## src/rtl/sbt_pkg.sv

```systemverilog
// ---------------------------------------------------------------------------
// sbt_pkg
// shared types and constants of the source byte tokenizer
// ---------------------------------------------------------------------------
`timescale 1ns / 1ps
`default_nettype none

package sbt_pkg;

    typedef struct packed {
        logic       cmd;
        logic [7:0] data_byte;
    } t_in_item;

    typedef struct packed {
        logic [3:0]  token_kind;
        logic [15:0] start_offset;
        logic [15:0] text_length;
        logic [15:0] line_number;
        logic        last_of_run;
    } t_out_item;

    typedef struct packed {
        logic [1:0] cnt;
        t_out_item  first;
        t_out_item  second;
    } t_push;

    localparam logic CMD_BYTE = 1'b0;
    localparam logic CMD_EOS  = 1'b1;

    localparam logic [3:0] KIND_IDENT  = 4'd0;
    localparam logic [3:0] KIND_USE    = 4'd1;
    localparam logic [3:0] KIND_FN     = 4'd2;
    localparam logic [3:0] KIND_STRING = 4'd3;
    localparam logic [3:0] KIND_LPAREN = 4'd4;
    localparam logic [3:0] KIND_RPAREN = 4'd5;
    localparam logic [3:0] KIND_LBRACE = 4'd6;
    localparam logic [3:0] KIND_RBRACE = 4'd7;
    localparam logic [3:0] KIND_DOT    = 4'd8;
    localparam logic [3:0] KIND_SEMI   = 4'd9;
    localparam logic [3:0] KIND_COMMA  = 4'd10;
    localparam logic [3:0] KIND_COLON  = 4'd11;
    localparam logic [3:0] KIND_UNTERM = 4'd12;
    localparam logic [3:0] KIND_EOF    = 4'd13;

    localparam int OQ_DEPTH = 4;
    localparam int OQ_AW    = 2;
    localparam int OQ_CW    = 3;

endpackage

`default_nettype wire

```

## src/rtl/sbt_scan.sv

```systemverilog
// ---------------------------------------------------------------------------
// sbt_scan
// scan state and per-byte token decision, up to two tokens per transfer
// ---------------------------------------------------------------------------
`timescale 1ns / 1ps
`default_nettype none

module sbt_scan import sbt_pkg::*; #(
    parameter int POSITION_BITS = 16
) (
    input  wire logic     i_clk,
    input  wire logic     i_rst_n,
    input  wire logic     i_go,
    input  wire t_in_item i_item,
    output t_push         o_push
);

    typedef enum logic [2:0] {
        MODE_IDLE   = 3'b001,
        MODE_IDENT  = 3'b010,
        MODE_STRING = 3'b100
    } t_mode;

    localparam logic [2:0] KW_NONE = 3'd0;
    localparam logic [2:0] KW_U    = 3'd1;
    localparam logic [2:0] KW_US   = 3'd2;
    localparam logic [2:0] KW_USE  = 3'd3;
    localparam logic [2:0] KW_F    = 3'd4;
    localparam logic [2:0] KW_FN   = 3'd5;

    localparam logic [7:0] CH_LPAREN = 8'h28;
    localparam logic [7:0] CH_RPAREN = 8'h29;
    localparam logic [7:0] CH_LBRACE = 8'h7b;
    localparam logic [7:0] CH_RBRACE = 8'h7d;
    localparam logic [7:0] CH_DOT    = 8'h2e;
    localparam logic [7:0] CH_SEMI   = 8'h3b;
    localparam logic [7:0] CH_COMMA  = 8'h2c;
    localparam logic [7:0] CH_COLON  = 8'h3a;
    localparam logic [7:0] CH_QUOTE  = 8'h22;
    localparam logic [7:0] CH_USCORE = 8'h5f;
    localparam logic [7:0] CH_NL     = 8'h0a;
    localparam logic [7:0] CH_LO_U   = 8'h75;
    localparam logic [7:0] CH_LO_S   = 8'h73;
    localparam logic [7:0] CH_LO_E   = 8'h65;
    localparam logic [7:0] CH_LO_F   = 8'h66;
    localparam logic [7:0] CH_LO_N   = 8'h6e;

    localparam logic [POSITION_BITS-1:0] POS_MAX = '1;

    t_mode                    r_mode, n_mode;
    logic [POSITION_BITS-1:0] r_pos, n_pos;
    logic [POSITION_BITS-1:0] r_start, n_start;
    logic [15:0]              r_line, n_line;
    logic [15:0]              r_len, n_len;
    logic [2:0]               r_kw, n_kw;

    logic [7:0]               b;
    logic                     is_alpha, is_start, is_more, is_quote, is_nl;
    logic                     pk_valid;
    logic [3:0]               pk_kind;
    logic [POSITION_BITS-1:0] pos_inc;
    logic [15:0]              line_inc, len_inc;
    logic [POSITION_BITS+15:0] pos_ext, start_ext;
    logic [15:0]              pos16, start16;
    logic [3:0]               id_kind;
    logic [2:0]               kw_first, kw_next;
    logic                     a_v, b_v;
    t_out_item                a_tok, b_tok, id_tok;

    assign b        = i_item.data_byte;
    assign is_alpha = (b >= 8'h41 && b <= 8'h5a) || (b >= 8'h61 && b <= 8'h7a);
    assign is_start = is_alpha || (b == CH_USCORE);
    assign is_more  = is_start || (b >= 8'h30 && b <= 8'h39);
    assign is_quote = (b == CH_QUOTE);
    assign is_nl    = (b == CH_NL);

    assign pos_inc  = (r_pos == POS_MAX) ? r_pos : r_pos + 1'b1;
    assign line_inc = (r_line == 16'hffff) ? r_line : r_line + 16'd1;
    assign len_inc  = (r_len == 16'hffff) ? r_len : r_len + 16'd1;

    // offsets are reported modulo 2^16
    assign pos_ext   = {16'b0, r_pos};
    assign start_ext = {16'b0, r_start};
    assign pos16     = pos_ext[15:0];
    assign start16   = start_ext[15:0];

    always_comb begin
        pk_valid = 1'b1;
        case (b)
            CH_LPAREN: pk_kind = KIND_LPAREN;
            CH_RPAREN: pk_kind = KIND_RPAREN;
            CH_LBRACE: pk_kind = KIND_LBRACE;
            CH_RBRACE: pk_kind = KIND_RBRACE;
            CH_DOT:    pk_kind = KIND_DOT;
            CH_SEMI:   pk_kind = KIND_SEMI;
            CH_COMMA:  pk_kind = KIND_COMMA;
            CH_COLON:  pk_kind = KIND_COLON;
            default: begin
                pk_valid = 1'b0;
                pk_kind  = KIND_IDENT;
            end
        endcase
    end

    always_comb begin
        case (b)
            CH_LO_U: kw_first = KW_U;
            CH_LO_F: kw_first = KW_F;
            default: kw_first = KW_NONE;
        endcase
    end

    always_comb begin
        kw_next = KW_NONE;
        case (r_kw)
            KW_U:    if (b == CH_LO_S) kw_next = KW_US;
            KW_US:   if (b == CH_LO_E) kw_next = KW_USE;
            KW_F:    if (b == CH_LO_N) kw_next = KW_FN;
            default: kw_next = KW_NONE;
        endcase
    end

    always_comb begin
        case (r_kw)
            KW_USE:  id_kind = KIND_USE;
            KW_FN:   id_kind = KIND_FN;
            default: id_kind = KIND_IDENT;
        endcase
    end

    assign id_tok = '{token_kind: id_kind, start_offset: start16, text_length: r_len,
                      line_number: r_line, last_of_run: 1'b0};

    always_comb begin
        n_mode  = r_mode;
        n_pos   = r_pos;
        n_start = r_start;
        n_line  = r_line;
        n_len   = r_len;
        n_kw    = r_kw;
        a_v     = 1'b0;
        b_v     = 1'b0;
        a_tok   = id_tok;
        b_tok   = '{token_kind: KIND_EOF, start_offset: pos16, text_length: 16'd0,
                    line_number: r_line, last_of_run: 1'b0};
        if (i_go) begin
            if (i_item.cmd == CMD_EOS) begin
                // flush the pending token, then end of file, then back to reset
                a_v = (r_mode != MODE_IDLE);
                if (r_mode == MODE_STRING) begin
                    a_tok.token_kind = KIND_UNTERM;
                end
                b_v     = 1'b1;
                n_mode  = MODE_IDLE;
                n_pos   = '0;
                n_start = '0;
                n_line  = 16'd1;
                n_len   = 16'd0;
                n_kw    = KW_NONE;
            end else begin
                n_pos = pos_inc;
                case (r_mode)
                    MODE_STRING: begin
                        if (is_quote) begin
                            a_v              = 1'b1;
                            a_tok.token_kind = KIND_STRING;
                            n_mode           = MODE_IDLE;
                        end else begin
                            if (is_nl) begin
                                n_line = line_inc;
                            end
                            n_len = len_inc;
                        end
                    end
                    default: begin
                        if (r_mode == MODE_IDENT && is_more) begin
                            n_kw  = kw_next;
                            n_len = len_inc;
                        end else begin
                            if (r_mode == MODE_IDENT) begin
                                a_v    = 1'b1;
                                n_mode = MODE_IDLE;
                            end
                            if (is_start) begin
                                n_mode  = MODE_IDENT;
                                n_start = r_pos;
                                n_len   = 16'd1;
                                n_kw    = kw_first;
                            end else if (is_quote) begin
                                n_mode  = MODE_STRING;
                                n_start = pos_inc;
                                n_len   = 16'd0;
                                n_kw    = KW_NONE;
                            end else if (is_nl) begin
                                n_line = line_inc;
                            end else if (pk_valid) begin
                                b_v   = 1'b1;
                                b_tok = '{token_kind: pk_kind, start_offset: pos16,
                                          text_length: 16'd1, line_number: r_line,
                                          last_of_run: 1'b0};
                            end
                        end
                    end
                endcase
            end
        end
    end

    always_comb begin
        o_push.cnt                = {1'b0, a_v} + {1'b0, b_v};
        o_push.first              = a_v ? a_tok : b_tok;
        o_push.first.last_of_run  = !(a_v && b_v);
        o_push.second             = b_tok;
        o_push.second.last_of_run = 1'b1;
    end

    always_ff @(posedge i_clk) begin
        if (!i_rst_n) begin
            r_mode  <= MODE_IDLE;
            r_pos   <= '0;
            r_start <= '0;
            r_line  <= 16'd1;
            r_len   <= 16'd0;
            r_kw    <= KW_NONE;
        end else begin
            r_mode  <= n_mode;
            r_pos   <= n_pos;
            r_start <= n_start;
            r_line  <= n_line;
            r_len   <= n_len;
            r_kw    <= n_kw;
        end
    end

endmodule

`default_nettype wire

```

## src/rtl/sbt_oq.sv

```systemverilog
// ---------------------------------------------------------------------------
// sbt_oq
// small token queue, up to two writes and one read per cycle
// ---------------------------------------------------------------------------
`timescale 1ns / 1ps
`default_nettype none

module sbt_oq import sbt_pkg::*; (
    input  wire logic i_clk,
    input  wire logic i_rst_n,
    input  wire t_push i_push,
    output logic      o_room2,
    output logic      o_valid,
    input  wire logic i_stall,
    output t_out_item o_item
);

    t_out_item         r_mem [OQ_DEPTH];
    logic [OQ_AW-1:0]  r_wr_ptr, n_wr_ptr;
    logic [OQ_AW-1:0]  r_rd_ptr, n_rd_ptr;
    logic [OQ_CW-1:0]  r_count, n_count;
    logic              pop;
    logic [OQ_AW-1:0]  wr_ptr_1;

    assign o_valid  = (r_count != '0);
    assign o_item   = r_mem[r_rd_ptr];
    assign o_room2  = (r_count <= OQ_CW'(OQ_DEPTH - 2));
    assign pop      = o_valid && !i_stall;
    assign wr_ptr_1 = r_wr_ptr + 1'b1;

    assign n_wr_ptr = r_wr_ptr + OQ_AW'(i_push.cnt);
    assign n_rd_ptr = r_rd_ptr + OQ_AW'(pop);
    assign n_count  = r_count + OQ_CW'(i_push.cnt) - OQ_CW'(pop);

    always_ff @(posedge i_clk) begin
        if (i_push.cnt != 2'd0) begin
            r_mem[r_wr_ptr] <= i_push.first;
        end
        if (i_push.cnt == 2'd2) begin
            r_mem[wr_ptr_1] <= i_push.second;
        end
    end

    always_ff @(posedge i_clk) begin
        if (!i_rst_n) begin
            r_wr_ptr <= '0;
            r_rd_ptr <= '0;
            r_count  <= '0;
        end else begin
            r_wr_ptr <= n_wr_ptr;
            r_rd_ptr <= n_rd_ptr;
            r_count  <= n_count;
        end
    end

endmodule

`default_nettype wire

```

## src/rtl/source_byte_tokenizer.sv

```systemverilog
// ---------------------------------------------------------------------------
// source_byte_tokenizer
// splits a stream of source bytes into identifier, keyword, string,
// punctuation and end-of-file tokens
// ---------------------------------------------------------------------------
// Input channel i_in_valid / o_in_stall carries one t_in_item per transfer:
// a source byte, or the end-of-source command. Output channel o_out_valid /
// i_out_stall carries one t_out_item per transfer; last_of_run marks the
// final token caused by one input transfer (a byte gives zero, one or two
// tokens, end of source gives one or two).
// An accepted item is scanned while it sits in the input register, once the
// queue has room for two tokens, and its tokens are written to the queue at
// the next edge; the first token is then offered from the queue. One byte is
// taken every cycle while the queue has room; a byte that yields two tokens
// needs two output transfers, and a four-entry token queue absorbs that.
// o_in_stall rises only when the queue could not take two more tokens.
// Reset clears the scan state (idle, position 0, line 1) and empties the
// queue. When the receiver stalls, the offered token holds and the queue
// fills; the input stalls once the queue is nearly full.
// ---------------------------------------------------------------------------
`timescale 1ns / 1ps
`default_nettype none

module source_byte_tokenizer import sbt_pkg::*; #(
    parameter int POSITION_BITS = 16
) (
    input  wire logic     i_clk,
    input  wire logic     i_rst_n,
    input  wire logic     i_in_valid,
    output logic          o_in_stall,
    input  wire t_in_item i_in_item,
    output logic          o_out_valid,
    input  wire logic     i_out_stall,
    output t_out_item     o_out_item
);

    logic     r_in_valid, n_in_valid;
    t_in_item r_in_item;
    logic     room2;
    logic     go;
    logic     in_xfer;
    t_push    push;

    assign go         = r_in_valid && room2;
    assign o_in_stall = r_in_valid && !room2;
    assign in_xfer    = i_in_valid && !o_in_stall;
    assign n_in_valid = in_xfer ? 1'b1 : (go ? 1'b0 : r_in_valid);

    always_ff @(posedge i_clk) begin
        if (in_xfer) begin
            r_in_item <= i_in_item;
        end
    end

    always_ff @(posedge i_clk) begin
        if (!i_rst_n) begin
            r_in_valid <= 1'b0;
        end else begin
            r_in_valid <= n_in_valid;
        end
    end

    sbt_scan #(
        .POSITION_BITS (POSITION_BITS)
    ) u_scan (
        .i_clk   (i_clk),
        .i_rst_n (i_rst_n),
        .i_go    (go),
        .i_item  (r_in_item),
        .o_push  (push)
    );

    sbt_oq u_oq (
        .i_clk   (i_clk),
        .i_rst_n (i_rst_n),
        .i_push  (push),
        .o_room2 (room2),
        .o_valid (o_out_valid),
        .i_stall (i_out_stall),
        .o_item  (o_out_item)
    );

endmodule

`default_nettype wire

```

## config.mk

```make
export PLATFORM = sky130hd
export DESIGN_NAME = source_byte_tokenizer
export DESIGN_NICKNAME = d
export VERILOG_FILES = /design/src/rtl/sbt_pkg.sv /design/src/rtl/sbt_scan.sv /design/src/rtl/sbt_oq.sv /design/src/rtl/source_byte_tokenizer.sv
export SDC_FILE = /design/constraint.sdc
export NUM_CORES = 1
export LEC_CHECK = 0
export BUFFER_PORTS_ARGS = -buffer_cell sky130_fd_sc_hd__buf_2
export CAP_MARGIN = 25
export CORE_MARGIN = 2
export CORE_UTILIZATION = 30
export DETAILED_ROUTE_END_ITERATION = 10
export PLACE_DENSITY = 0.5
export SYNTH_ARGS = -nofsm -noshare
export SYNTH_HDL_FRONTEND = slang
export SYNTH_SLANG_ARGS = --single-unit
```

## constraint.sdc

```tcl
create_clock -name i_clk -period 9.45 [get_ports i_clk]
set_input_delay 0.945 -clock i_clk [delete_from_list [all_inputs] [get_ports i_clk]]
set_output_delay 0.945 -clock i_clk [all_outputs]
set_load 0.005 [all_outputs]
```

# Word level (Yosys, flattened, before mapping)
# Memory sizes are Yosys's and may differ from the RTL's. A register that Yosys moved wholly into a read port is not among the register bits.
# Index checks and enable logic that the tools add are counted.
# op_classes
n_reduce_logical,29
magnitude_cmp,7
muxes,76
add_sub_neg,9
n_eq_ne,34
# op_table
cell,n
two-way mux 53 bit,9
two-way mux 16 bit,21
"equality test 8 x 7 -> 1 bit, second input constant",8
"equality test 8 x 6 -> 1 bit, second input constant",7
"adder 16 x 1 -> 16 bit, second input constant",3
"equality test 16 bit, second input constant",3
two-way mux 3 bit,13
one-hot mux 4 bit (8 select lines),1
two-way mux 1 bit,21
"greater-or-equal comparator 8 x 7 -> 1 bit, second input constant",2
"<= comparator 8 x 7 -> 1 bit, second input constant",2
two-way mux 4 bit,4
"equality test 3 x 2 -> 1 bit, second input constant",3
"equality test 3 bit, second input constant",3
logical AND 1 bit,9
one-hot mux 3 bit (3 select lines),1
AND reduction 3 bit,3
"equality test 8 x 4 -> 1 bit, second input constant",1
"greater-or-equal comparator 8 x 6 -> 1 bit, second input constant",1
"<= comparator 8 x 6 -> 1 bit, second input constant",1
two-way mux 2 bit,4
AND reduction 4 bit,2
nonzero test 4 bit,2
OR reduction 8 bit,1
20 further kinds,30
# word_totals
n_memories,1
reg_bits,87
out_inout_bits,55
mem_bits_rw,212
# memory_table
memory,depth,word_bits,rd,rd_clocked_by_memory_dff,wr,line,rtl
u_oq.r_mem,4,53,1,1,2,sbt_oq.sv:18,t_out_item r_mem [OQ_DEPTH];

# Longest topological paths before layout
# logic_depth
depth_word,15
depth_mapped,18
depth_no_buf,16

# Cells and area by module
# From an unflattened synthesis, not the netlist that was laid out.
# hier_totals
hier_cells,1224
area_unflattened_um2,16101.7
# by_module_without_submodules
module,n_inst,cells_each,area_per_inst_um2
sbt_oq,1,560,10602.7
sbt_scan,1,650,5175.0
source_byte_tokenizer,1,14,324.1

# Least setup slack after synthesis
# No wires, ideal clock.
# synth_path
path_type,register to register
startpoint,register r_in_item[0] in the netlist's numbering
endpoint,memory u_oq.r_mem[1][10] in the netlist's numbering (enable)
setup_slack_ps,5049
path_stages_with_launch,17
t_required_ps,9037
t_arrival_ps,3988
path_buffers,5
cell_sequence,edfxtp_1 > clkbuf_1 > nand4b_1 > nand4b_1 > and2_1 > buf_2 > a21oi_1 > a31oi_1 > nor2_1 > ha_1 > clkbuf_1 > inv_1 > or3_1 > and2_1 > clkbuf_1 > inv_1 > clkbuf_1
# synth_lines
item,line,rtl
start: declaration,source_byte_tokenizer.sv:38,t_in_item r_in_item;
start signal: assignment,source_byte_tokenizer.sv:51,r_in_item <= i_in_item;
end: declaration,sbt_oq.sv:18,

==> metrics.yaml <==
setup_path:
  crit_arrival_ns: 4.65
  slowest_delay_ns: 0.73
  cp-end-kind: "flip-flop"
  crit_path_top_delay_cell: "and2_1"
  worst-setup-path-type: "reg2reg"
  critPathLaunchType: "flip-flop"
  required_ns: 9.71
  crit_path_frequent_cell: "and2_1"
  crit_fanout: 54
  worst-path-buf-inv: 2
  worst_r2r_path_depth: 12
  crit_cells: 12
  crit_family: "simple AND/OR/NAND/NOR gates"
  path_cells: "nor3_1 -> a21boi_0 -> and2_1 -> a21oi_1 -> a31oi_1 -> nand2b_1 -> ha_1 -> or3_1 -> and2_1 -> inv_2 -> buf_4 -> and2_1"
clocking:
  cts_tree: "yes"
  cts_buffers: 35
  post_cts_buffers: 0
  cts.sinks: 299
  root_buffer: "clkbuf_16"
  cts.clk_slew.worst_paths_ns: 0.06
  htree_levels: 2
  ctsResizeCount: 0
  cts_buffer_depth: 3
  cts_hold_buf: 0
  clk_latency_ns: 0.52
place:
  dpl_cell_area_um2: 14800
  gp_congestion: 0.8059
  portBuffers: 67
  dp_hpwl_mm: 22.45
floorplanning:
  dieWidth_um: 220.0
  io_pins: 68
  core_area_um2: 46260
  die_y_um: 220.0
  initial_core_util_pct: 30.26
  rows: 79
  dieArea_um2: 48400
timing:
  fin_crit_ns: 4.394
  relSlewSlack_pct: 28.38
  hold_viol_final: 0
  maxSlewViolCount: 0
  grt_setup_unrepaired: "false"
  setup_tns_ns: 0
  setup_viol: 0
  fin_skew_ns: 0.02692
  tightest_slew_ns: 1.074
  period_share_pct: 46.49
  clock.fmax_mhz: 227.6
synth:
  synthCells: 1159
  synthesis.area_um2: 14000
  async_flop_share_pct: 0
  ys_seq_elements: 299
  yosysWarnings: 0
  synthTopCellsByArea: "edfxtp_1 34%, dfxtp_1 20%, mux4_2 8.5%"
  synth_edf_count: 157
  yosysTopAreaCell: "edfxtp_1"
  ys_seq_area_share_pct: 54.00
  synth_cell_type_count: 78
  ys.flop_type: "edfxtp_1"
  synth_area_per_cell_um2: 12.08
  synth.net_count: 1183
  synth_top_area_share_pct: 33.68
final_layout:
  layout-drive-gt1-share_pct: 17.83
  multi_input_area_um2: 5974
  syn_to_final_growth_pct: 14.09
  final_nets: 1204
  fin_area_um2: 15970
  fillCellCount: 4581
  num_antenna_cells: 0
  register_area_um2: 7565
global_routing:
  grt_overflow: 0
  grt_pass1_wl_mm: 55.37
  first_global_vias: 9221
  grt_max_degree: 55
  grt.total_usage_pct: 14.81
  antenna_found_initial: 0
drt:
  wl_per_cell_um: 19.76
  vias: 9499
  dr.pass1.iters: 5
  ant_nets: 0
  routed_wl_mm: 35.82
  via_per_inst: 5.239
  drtIter0Drc: 845
  post-route-drc-count: 0
power_and_ir_drop:
  power_leakage_nw: 5.217
  ir_drop_v: 0.00009169
  power_density_nw_per_um2: 204.9
run_status:
  status: "finished clean"
job:
  maxCapViolations: 0
min_path:
  hp-class: "reg2reg"
  hold_depth: 2
cell usage in the layout, fill, tap and decap left out, types with 9 or more instances in the layout:
cell	instances
o2bb2ai_1	11
mux4_2	53
nand4_1	15
nor3_1	13
dfxtp_1	140
inv_1	13
nor2_1	45
and3_1	13
edfxtp_1	157
ha_1	10
a31oi_1	9
a21oi_1	30
a22o_1	129
clkbuf_16	37
xor2_1	23
nor2b_1	15
buf_2	67
buf_4	13
and2_1	84
nand2_1	52
a21boi_0	9
o21ai_0	31
o22ai_1	21
nand3_1	31
o31ai_1	10
cell type report:
class,instances,share of cell area (%)
Tap cell,607,4.756
Clock inverter,14,0.7522
Timing Repair Buffer,82,2.931
Sequential cell,299,47.38
Inverter,18,0.4388
Clock buffer,49,6.331
Multi-Input combinational cell,744,37.42
worst paths after layout:
kind	slack [ns]	from	end
worst max register to register	5.06	r_in_item[1]	u_oq.r_mem[0][3]
worst min-delay path	0.45	u_oq.r_mem[2][31]	u_oq.r_mem[2][31]
worst min register to register	0.45	u_oq.r_mem[2][31]	u_oq.r_mem[2][31]
worst max-delay path	5.06	r_in_item[1]	u_oq.r_mem[0][3]
cell usage after synthesis, types with 5 or more instances:
library cell / instances
a21boi_0: 9
a21oi_1: 30
a22o_1: 129
a31oi_1: 9
and2_1: 84
and3_1: 13
and4_1: 7
buf_1: 7
buf_2: 33
clkbuf_1: 53
dfxtp_1: 142
edfxtp_1: 157
ha_1: 10
inv_1: 17
mux2i_1: 6
mux4_2: 53
nand2_1: 52
nand2b_1: 8
nand3_1: 31
nand4_1: 15
nor2_1: 48
nor2b_1: 15
nor3_1: 13
nor3b_1: 7
nor4_1: 5
o2111ai_1: 6
o211ai_1: 8
o21ai_0: 31
o22ai_1: 21
o2bb2ai_1: 11
o31ai_1: 10
or3_1: 7
xnor2_1: 7
xor2_1: 23
tightest hold or removal path, stage by stage (launching register included):
cell and delay [ns]:
dfxtp_1 0.32, nand2_1 0.04, o21ai_0 0.06
sequential cells by signal, summed over array words and instances (netlist names), 3 cells and up:
| signal | cells |
|---|---|
| u_scan.r_mode | 3 |
| u_scan.pos16 | 16 |
| r_in_item | 9 |
| u_scan.r_line | 16 |
| u_scan.r_start | 16 |
| u_scan.r_kw | 3 |
| u_oq.r_mem | 212 |
| u_scan.r_len | 16 |
| u_oq.r_count | 3 |
per-layer routing:
layer	up-vias	track usage (%)	wire length, um	share of wire [%]
met5	-	0	0	0
met4	0	4.564	721	2.0
met3	45	2.429	1580	4.4
met2	200	24.25	16980	47
met1	4728	20.03	16540	46
li1	4526	-	-	-
metrics by stage:
step | util [%] | instances | hold WS (ns) | setup WS, ns | power, mW
after global placement | 32.00 | 1748 | 0.4444 | 5.205 | 1.981
after global routing | 34.52 | 1813 | 0.4826 | 4.685 | 3.419
after detailed placement | 32.00 | 1748 | 0.4445 | 5.109 | 1.986
final | 34.52 | 1813 | 0.4540 | 5.056 | 3.273
after CTS | 34.44 | 1811 | 0.4581 | 5.085 | 3.327
after floorplan | - | 1159 | 0.4198 | 5.049 | 1.795
report_power, final:
group / switching (mW) / internal [mW]
clock network: 0.527 / 0.801
registers: 0.0640 / 1.41
logic: 0.248 / 0.219
total: 0.838 / 2.43
logic make-up (layout without fill, tap and decap cells):
| logic type | after synthesis | count (layout) | share of synthesized area (%) |
|---|---|---|---|
| compound gates | 305 | 305 | 16.66 |
| fa+ha+maj | 11 | 11 | 1.037 |
| buf+inv | 116 | 163 | 3.522 |
| xor+xnor | 30 | 30 | 1.877 |
| flops | 299 | 299 | 54.00 |
| mux | 63 | 63 | 9.279 |
| simple gates | 335 | 335 | 13.62 |
(Power assumes the default switching activity.)
